### config.mk
export PLATFORM = sky130hd
export DESIGN_NAME = ffba_front
export DESIGN_NICKNAME = d
export VERILOG_FILES = /design/src/design/ffba_pkg.sv /design/src/design/ffba_front.sv
export SDC_FILE = /design/constraint.sdc
export NUM_CORES = 1
export LEC_CHECK = 0
export ABC_CLOCK_PERIOD_IN_PS = 4750
export BUFFER_PORTS_ARGS = -buffer_cell sky130_fd_sc_hd__clkbuf_2
export CORE_ASPECT_RATIO = 0.7
export CORE_MARGIN = 2
export CORE_UTILIZATION = 55
export CTS_BUF_LIST = sky130_fd_sc_hd__clkbuf_16
export CTS_CLUSTER_SIZE = 30
export DETAILED_ROUTE_END_ITERATION = 10
export PLACE_DENSITY = 0.83
export RECOVER_POWER = 100
export REMOVE_ABC_BUFFERS = 1
export SETUP_SLACK_MARGIN = 0.3
export SYNTH_ARGS = -nofsm -noshare
export SYNTH_HDL_FRONTEND = slang
export SYNTH_SLANG_ARGS = --single-unit
### constraint.sdc
create_clock -name clk -period 4.75 [get_ports clk]
set_clock_uncertainty 0.1 [all_clocks]
set_input_delay 0.475 -clock clk [delete_from_list [all_inputs] [get_ports clk]]
set_output_delay 0.475 -clock clk [all_outputs]
set_load 0.1 [all_outputs]
### src/design/ffba_pkg.sv
package ffba_pkg;

  // Heap geometry
  localparam int HEAP_BYTES  = 65536;
  localparam int CHUNK_BYTES = 4096;
  localparam int STORE_WORDS = HEAP_BYTES / 4;
  localparam int IDX_W       = $clog2(STORE_WORDS);
  // Byte address math carries headroom for sums of two heap-sized values
  localparam int AW          = $clog2(HEAP_BYTES) + 4;
  localparam int CHUNK_SZ    = ((CHUNK_BYTES + 7) / 8) * 8;
  localparam int MIN_BLOCK   = 16;
  localparam int CHUNK_FITS  = (16 + CHUNK_SZ <= HEAP_BYTES) ? 1 : 0;
  localparam int BRK_INIT    = (CHUNK_FITS != 0) ? 16 + CHUNK_SZ : 16;
  localparam int INIT_WORDS  = (CHUNK_FITS != 0) ? 5 : 3;
  localparam int QDEPTH      = 2;
  localparam int QPTR_W      = $clog2(QDEPTH);

  typedef logic [AW-1:0] addr_t;

  localparam addr_t HEAP_LIM  = addr_t'(HEAP_BYTES);
  localparam addr_t CHUNK_A   = addr_t'(CHUNK_SZ);
  localparam addr_t MIN_A     = addr_t'(MIN_BLOCK);
  localparam addr_t BRK_RESET = addr_t'(BRK_INIT);

  // Result status codes
  localparam logic [1:0] ST_OK   = 2'd0;
  localparam logic [1:0] ST_ZERO = 2'd1;
  localparam logic [1:0] ST_OOM  = 2'd2;

  typedef enum logic [1:0] {
    CMD_ALLOC = 2'd0,
    CMD_FREE  = 2'd1,
    CMD_ZERO  = 2'd2,
    CMD_SKIP  = 2'd3
  } cmd_kind_t;

  typedef struct packed {
    cmd_kind_t kind;
    addr_t     need;
    addr_t     addr;
  } cmd_t;

  typedef struct packed {
    logic  init_done;
    addr_t brk;
  } bk_stat_t;

  // Boundary tag: size with allocated flag in bit 0
  function automatic logic [31:0] tag(input addr_t size, input logic used);
    logic [31:0] t;
    t = 32'(size);
    t[2:0] = {2'b00, used};
    return t;
  endfunction

  function automatic addr_t tag_size(input logic [31:0] t);
    return {t[AW-1:3], 3'b000};
  endfunction

endpackage

### src/design/ffba_front.sv
module ffba_front import ffba_pkg::*; (
  input  logic        clk,
  input  logic        rst,
  input  logic        in_valid,
  output logic        in_ready,
  input  logic        action,
  input  logic [15:0] request_size,
  input  logic [15:0] block_addr,
  output logic        cmd_valid,
  output cmd_t        cmd,
  input  logic        cmd_pop
);

  cmd_t              q [QDEPTH];
  logic [QPTR_W-1:0] wptr;
  logic [QPTR_W-1:0] rptr;
  logic [QPTR_W:0]   count;
  cmd_t              cls;
  addr_t             rounded;
  logic              push;

  // Classify the incoming transaction
  always_comb begin
    rounded  = addr_t'(request_size) + addr_t'(15);
    cls.need = {rounded[AW-1:3], 3'b000};
    if (cls.need < MIN_A) begin
      cls.need = MIN_A;
    end
    cls.addr = addr_t'(block_addr);
    if (action == 1'b0) begin
      cls.kind = (request_size == 16'd0) ? CMD_ZERO : CMD_ALLOC;
    end else begin
      cls.kind = (block_addr[2:0] == 3'd0 && block_addr >= 16'd16) ? CMD_FREE : CMD_SKIP;
    end
  end

  assign in_ready  = (count < (QPTR_W+1)'(QDEPTH));
  assign push      = in_valid && in_ready;
  assign cmd_valid = (count != '0);
  assign cmd       = q[rptr];

  // Command queue toward the back end
  always_ff @(posedge clk) begin
    if (push) begin
      q[wptr] <= cls;
    end
  end

  always_ff @(posedge clk) begin
    if (rst) begin
      wptr  <= '0;
      rptr  <= '0;
      count <= '0;
    end else begin
      if (push) begin
        wptr <= wptr + 1'b1;
      end
      if (cmd_pop) begin
        rptr <= rptr + 1'b1;
      end
      count <= count + (QPTR_W+1)'(push) - (QPTR_W+1)'(cmd_pop);
    end
  end

endmodule

Word-level counts from Yosys, hierarchy flattened
Memories as Yosys holds them, arrays and structs flattened. A register that Yosys moved wholly into a read port is not among the register bits.
Index checks and enable logic that the tools add are counted.
{"block": "word_totals", "ff_bits": 4, "ram_bits": 70, "input_bits": 37, "output_inout_bits": 44, "word_cells": 25, "n_memories": 1}
{"memory": "q", "words": 2, "word_bits": 35, "rd": 1, "rd_clocked_by_memory_dff": 1, "wr": 1, "line": "ffba_front.sv:14", "text": "cmd_t q [QDEPTH];"}
{"block": "classes", "n_addsub": 5, "order_cmp": 3, "muxes": 8, "reduce_logical": 5}
{"op": "16-bit by 4-bit adder with 17-bit output (second input constant)", "count": 1}
{"op": "17-bit by 5-bit < comparator with 1-bit output (second input constant)", "count": 1}
{"op": "17-bit 2-to-1 mux", "count": 1}
{"op": "16-bit by 5-bit greater-or-equal comparator with 1-bit output (second input constant)", "count": 1}
{"op": "16-bit logical NOT", "count": 1}
{"op": "2-bit 2-to-1 mux", "count": 3}
{"op": "1-bit 2-to-1 mux", "count": 4}
{"op": "3-bit logical NOT", "count": 1}
{"op": "1-bit adder (second input constant)", "count": 2}
{"op": "2-bit by 1-bit adder with 2-bit output", "count": 1}
{"op": "1-bit logical AND", "count": 2}
{"op": "2-bit < comparator (second input constant)", "count": 1}
{"op": "2-bit nonzero test", "count": 1}
{"op": "2-bit by 1-bit subtractor with 2-bit output", "count": 1}

Depth between registers and ports, before layout
Gate-level depths: netlist of the first run.
{"block": "depth", "depth_word": 4, "ltp_mapped": 8, "ltp_nobuf": 8}

Least setup slack after synthesis of the first run
OpenSTA, ideal clock, no wires.
{"block": "synth_timing", "path_kind": "register to register", "startpoint": "register count[1]", "endpoint": "memory q[0][0] (netlist name), enable pin", "arrival_time_ps": 2560, "slack_ps": 1669, "stages_incl_launch_ff": 4, "path_buffers": 0, "cell_sequence": "dfxtp_1 inv_1 nand2_1 nor2_1"}
{"block": "synth_via", "elab_chain_cells": 4}
{"element": "start: declaration", "line": "ffba_front.sv:17", "text": "logic [QPTR_W:0] count;"}
{"element": "start signal: assignment", "line": "ffba_front.sv:61", "text": "count <= count + (QPTR_W+1)'(push) - (QPTR_W+1)'(cmd_pop);"}
{"element": "2-bit < comparator", "line": "ffba_front.sv:37", "text": "assign in_ready = (count < (QPTR_W+1)'(QDEPTH));"}
{"element": "net in_ready", "line": "ffba_front.sv:5", "text": "output logic in_ready,"}
{"element": "1-bit logical AND", "line": "ffba_front.sv:38", "text": "assign push = in_valid && in_ready;"}
{"element": "1-bit 2-to-1 mux", "line": "ffba_front.sv:44", "text": "if (push) begin"}
{"element": "1-bit 2-to-1 mux (implied by the code)", "line": "ffba_front.sv:45", "text": "q[wptr] <= cls;"}
{"element": "end: declaration", "line": "ffba_front.sv:14"}
The timed path passes the listed nets, and every way through them passes these cells.

==> qor.csv, run 1 <==
metric;value;unit
status;complete, but fails checks;
violations;capacitance limit, slew limit;
grt_pass1_vias;1710;
dieWidth;91.1;um
rows;22;
max_slew.worst_pin.slew;1800;ps
maxSlewViolCount;66;
hpwl;3.55;mm
synth_compound_area_frac;0.0141;
syn_area;0.00292;sq mm
seqPwrFrac;0.354;
hp-start;block_addr[3];
top_layer;met4;
grt_antenna_before_repair;0;
synth_top_family_by_area;multiplexers;
worstSetupEndpointType;primary output;
synthTopCellsByCount;64 x edfxtp_1, 31 x mux2_2, 12 x xnor2_1;
cts.htree.levels;3;
leakage;1.28;nW
drive_gt1_frac;0.344;
fill_cells;384;
synth_area_leaders;edfxtp_1 66%, mux2_2 12%, xnor2_1 3.6%, dfxtp_1 3.4%, buf_4 2.6%;
multi_input_area;792;sq um
p_clk_frac;0.294;
synthDistinctLibCells;31;
ys_warn_count;0;
cts_setup_buffers;0;
io_pins;81;
routed_wl;5.28;mm
core;0.00517;sq mm
synth_fa_ha_area_frac;0.00857;
cts_hold_buf;0;
critical_path_class;register to primary output;
postRouteAntennaNets;0;
hold_class;input pin to register;
fin_nets;296;
drtIter0Drc;107;
start_util;0.565;
reg2reg_slack;2250;ps
synth_cells;179;
drv_cap;2;
numCtsBuffers;9;
placed_cell_area;0.00332;sq mm
fin_crit_sh;0.702;
grt_pass1_wl;8.38;mm
area_delta_synth_final;21.6;%
grt_max_degree;33;
finalInstanceArea;0.00355;sq mm
instances_no_fill;334;
ir_worst_vdd;0.306;mV
cts_buffer_depth;2;
timing.fmax;300;MHz
synthSimpleGateAreaFrac;0.0741;
via_per_inst;5.20;
switchingPower;0.960;mW
synth-xor-area-share;0.0480;
wl_met2;2.38;mm
cp.arrival;2760;ps
regToRegEndpoint;q[0][26]$_DFFE_PP_;
drt_first_pass_iters;4;
synthFlopType;edfxtp_1;
dr_total_vias;1738;
die_area;0.00592;sq mm
synth-edff-count;64;
cts-root-buf;clkbuf_16;
syn_area_per_cell;16.3;sq um
synthArstFlopShare;0;
utilization;0.686;
regToRegStartpoint;count[1]$_SDFF_PP0_;
clk_latency;330;ps
synth_seq_area_share;0.692;
diodes;0;
crit_required;4180;ps
register_area;0.00202;sq mm
final-setup-viol-count;0;
clkTransAtPathRegs;50;ps
track_usage;0.193;
yosysMostFrequentCell;edfxtp_1;
wl_met3;449;um
timing.hold.ws;247;ps
ys_ff_latch;69;
clock_sinks;69;
portBuffers;70;
worstRegToRegCells;4;
p_int;1.38;mW
drc_errors;0;
cts_tree;yes;
synth_top_area_cell;edfxtp_1;
p_per_area;659;mW/mm^2
setup_tns;0;ps
swShare;0.410;
synth_top_area_share;0.658;
wire_per_inst;15.8;um
muxShareOfSynthArea;0.123;
die_y;65.0;um
holdPathEnd;q[1][3]$_DFFE_PP_;
cp_max_fo;23;
gr-total-overflow;0;
place_congestion;0.733;
holdPathStages;1;
timing_hold_violations_final;0;
dp_cells;318;
comb_power_share;0.352;
period_minus_slack;3330;ps
rsz0062_at_grt;false;
cp-start-kind;register;
cts.repair.resized;0;
wl_met1;2.41;mm
slew-limit-headroom;-0.200;
cells in the final DEF, fill, tap and decap left out:
cell type	instances
conb_1	10
nor3_1	2
ha_1	2
a21oi_1	1
clkinvlp_4	1
xnor2_1	12
o21a_1	1
nand3_1	6
bufinv_16	2
nand2_1	5
clkinv_2	1
mux2_1	1
mux2_2	31
nor4_1	7
nor2_2	2
clkbuf_16	9
dfxtp_1	5
o21ai_0	1
or2_2	1
nand4_1	5
xor2_1	4
edfxtp_1	64
clkbuf_1	31
nor2b_1	1
and3_1	1
nor2_1	6
or4_1	1
o41ai_1	1
clkbuf_2	42
o31ai_1	1
inv_6	1
clkinv_1	2
inv_1	2
cells by family (layout without fill, tap and decap cells):
family	count (synthesis)	in the layout
AOI/OAI and AO/OA	5	5
xor gates and xnor gates	16	16
adders and majority gates	2	2
buffers and inverters	17	91
DFF	69	69
muxes	32	32
other	1	10
and+or+nand+nor	37	37
metal layers:
metal  vias to the layer above  global-route usage
met2                        82               0.297
met4                         0              0.0739
met3                         7              0.0709
met5                         -                   0
met1                       831               0.253
li1                        818                   -
worst max-delay path by stage:
stage	from	endpoint	slack (ps)	cells after the start
final	register	cmd[40]	1420	3
after global routing	register	cmd[41]	1190	3
after CTS	register	cmd[40]	2090	3
after detailed placement	register	cmd[40]	2430	3
after global placement	register	cmd[40]	2460	3
after floorplan	count[1]$_SDFF_PP0_	q[0][0]$_DFFE_PP_	1670	3
power by group through the flow:
stage | Sequential (mW) | Combinational, mW | Clock (mW)
after global placement | 0.831 | 0.832 | 0
after floorplan | 0.832 | 0.708 | 0
after global routing | 0.842 | 0.854 | 0.717
after CTS | 0.824 | 0.842 | 0.697
after detailed placement | 0.834 | 0.839 | 0
final | 0.829 | 0.824 | 0.689
flip-flops by register name, summed over array words and instances (netlist names), named ones only:
register	count
count	2
q	64
rptr	1
wptr	1
metrics by stage:
step                worst slack (ps)  power [mW]
floorplan                       1670        1.54
global placement                2460        1.66
global route                    1190        2.41
CTS                             2090        2.36
finish                          1420        2.34
detailed placement              2430        1.67
critical path, cell delays in order (launching register included):
cell,delay (ps)
dfxtp_1,560
clkbuf_1,1050
mux2_2,440
clkbuf_2,380
area by class of cell:
| cell class | instances | area share |
|---|---|---|
| inverters | 2 | 0.00211 |
| flip-flops and latches | 69 | 0.569 |
| clock buffers | 9 | 0.0634 |
| multi-input cells | 102 | 0.223 |
| well taps | 72 | 0.0254 |
| repair buffers | 73 | 0.0919 |
| clock inverters | 7 | 0.0250 |
(Power assumes the default switching activity.)
==> inputs of run 2 (changes only) <==
--- a/config.mk
+++ b/config.mk
@@ -5,15 +5,15 @@
 export SDC_FILE = /design/constraint.sdc
 export NUM_CORES = 1
 export LEC_CHECK = 0
-export ABC_CLOCK_PERIOD_IN_PS = 4750
+export ABC_CLOCK_PERIOD_IN_PS = 3200
 export BUFFER_PORTS_ARGS = -buffer_cell sky130_fd_sc_hd__clkbuf_2
 export CORE_ASPECT_RATIO = 0.7
 export CORE_MARGIN = 2
-export CORE_UTILIZATION = 55
+export CORE_UTILIZATION = 52
 export CTS_BUF_LIST = sky130_fd_sc_hd__clkbuf_16
 export CTS_CLUSTER_SIZE = 30
 export DETAILED_ROUTE_END_ITERATION = 10
-export PLACE_DENSITY = 0.83
+export PLACE_DENSITY = 0.79
 export RECOVER_POWER = 100
 export REMOVE_ABC_BUFFERS = 1
 export SETUP_SLACK_MARGIN = 0.3
==> constraint.sdc (replaced) <==
create_clock -name clk -period 3.2 [get_ports clk]
set_clock_uncertainty 0.1 [all_clocks]
set_input_delay 0.32 -clock clk [delete_from_list [all_inputs] [get_ports clk]]
set_output_delay 0.32 -clock clk [all_outputs]
set_load 0.1 [all_outputs]
==> qor.csv, run 2 (same netlist as run 1, synthesis figures left out) <==
metric;value;unit
cts.htree.levels;3;
wire_per_inst;15.5;um
top_layer;met4;
numCtsBuffers;9;
grt_pass1_wl;7.96;mm
clk_latency;320;ps
wl_met3;437;um
rsz0062_at_grt;false;
track_usage;0.180;
regToRegStartpoint;count[1]$_SDFF_PP0_;
place_congestion;0.765;
worstRegToRegCells;3;
placed_cell_area;0.00334;sq mm
instances_no_fill;332;
dieWidth;93.6;um
io_pins;81;
cts_buffer_depth;2;
core;0.00534;sq mm
dp_cells;317;
area_delta_synth_final;21.3;%
die_y;66.7;um
grt_pass1_vias;1647;
ir_worst_vdd;0.494;mV
largestRegisters;q (64), count (2);
die_area;0.00624;sq mm
layout_setup_ws;426;ps
setup_tns;0;ps
slew-limit-headroom;-0.112;
max_slew.worst_pin.slew;1670;ps
p_per_area;969;mW/mm^2
grt_max_degree;33;
dr_total_vias;1721;
leakage;1.26;nW
wl_met1;2.27;mm
grt_antenna_before_repair;0;
drc_errors;0;
drv_cap;1;
final_cell_mix;64 x edfxtp_1, 36 x clkbuf_1, 34 x clkbuf_2, 31 x mux2_2, 12 x xnor2_1;
largest_reg_flops;64;
final_common_cell;edfxtp_1;
timing.fmax;360;MHz
cts.repair.resized;0;
cp-start-kind;register;
rows;22;
holdPathEnd;q[0][3]$_DFFE_PP_;
hp-start;block_addr[3];
cp_max_fo;18;
via_per_inst;5.18;
critical_path_class;register to primary output;
start_util;0.547;
portBuffers;70;
hpwl;3.58;mm
violations;capacitance limit, slew limit;
finalInstanceArea;0.00354;sq mm
cp.arrival;2350;ps
crit_required;2780;ps
p_total;3.43;mW
cts_setup_buffers;0;
fill_cells;402;
diodes;0;
timing_hold_violations_final;0;
postRouteAntennaNets;0;
clkTransAtPathRegs;50;ps
drtIter0Drc;92;
cts-root-buf;clkbuf_16;
fin_nets;295;
worstSetupEndpointType;primary output;
status;complete, but fails checks;
hold_class;input pin to register;
cts_hold_buf;0;
fin_crit_sh;0.867;
gr-total-overflow;0;
drive_gt1_frac;0.319;
multi_input_area;792;sq um
drt_first_pass_iters;4;
timing.hold.ws;104;ps
cts_tree;yes;
clock_sinks;69;
maxSlewViolCount;33;
holdPathStages;1;
routed_wl;5.16;mm
utilization;0.664;
final-setup-viol-count;0;
wl_met2;2.44;mm
reg2reg_slack;800;ps
place_worst_setup_slack;1010;ps
period_minus_slack;2770;ps
register_area;0.00202;sq mm
regToRegEndpoint;q[1][0]$_DFFE_PP_;
top_register;q;
==> run 2: cell count changes in the layout (fill, tap and decap cells not counted) <==
cell        change
clkinvlp_4      -1
inv_6           -1
buf_12          +1
clkbuf_1        +5
buf_1           +1
clkbuf_2        -8
clkinv_1        -1
clkinv_2        +2
==> run 2: worst max-delay path by stage <==
| stage | end | slack (ps) | cells after the start |
|---|---|---|---|
| finish | cmd[2] | 430 | 3 |
| global route | cmd[1] | 290 | 3 |
| CTS | cmd[15] | 660 | 3 |
| detailed placement | cmd[15] | 1010 | 3 |
| global placement | cmd[15] | 1020 | 3 |
| floorplan | q[0][0]$_DFFE_PP_ | 120 | 3 |
==> run 2: routing by layer <==
metal,up-vias,global-route usage
met2,77,0.280
met3,2,0.0871
met4,0,0.0380
li1,811,-
met5,-,0
met1,831,0.234
==> run 2: layout make-up <==
type	instances	share of cell area
Clock inverter	6	0.0222
Sequential cell	69	0.570
Tap cell	72	0.0254
Timing Repair Buffer	72	0.0928
Inverter	2	0.00212
Multi-Input combinational cell	102	0.223
Clock buffer	9	0.0635
==> run 2: power breakdown <==
group | switching [mW] | internal, mW
clock | 0.324 | 0.669
combinational | 1.03 | 0.185
sequential | 0.0464 | 1.18
total | 1.40 | 2.04
==> run 2: worst max-delay path, cell delays in order, from the launching register on <==
cell and delay [ps]:
dfxtp_1 770, buf_12 240, mux2_2 160, clkbuf_1 850
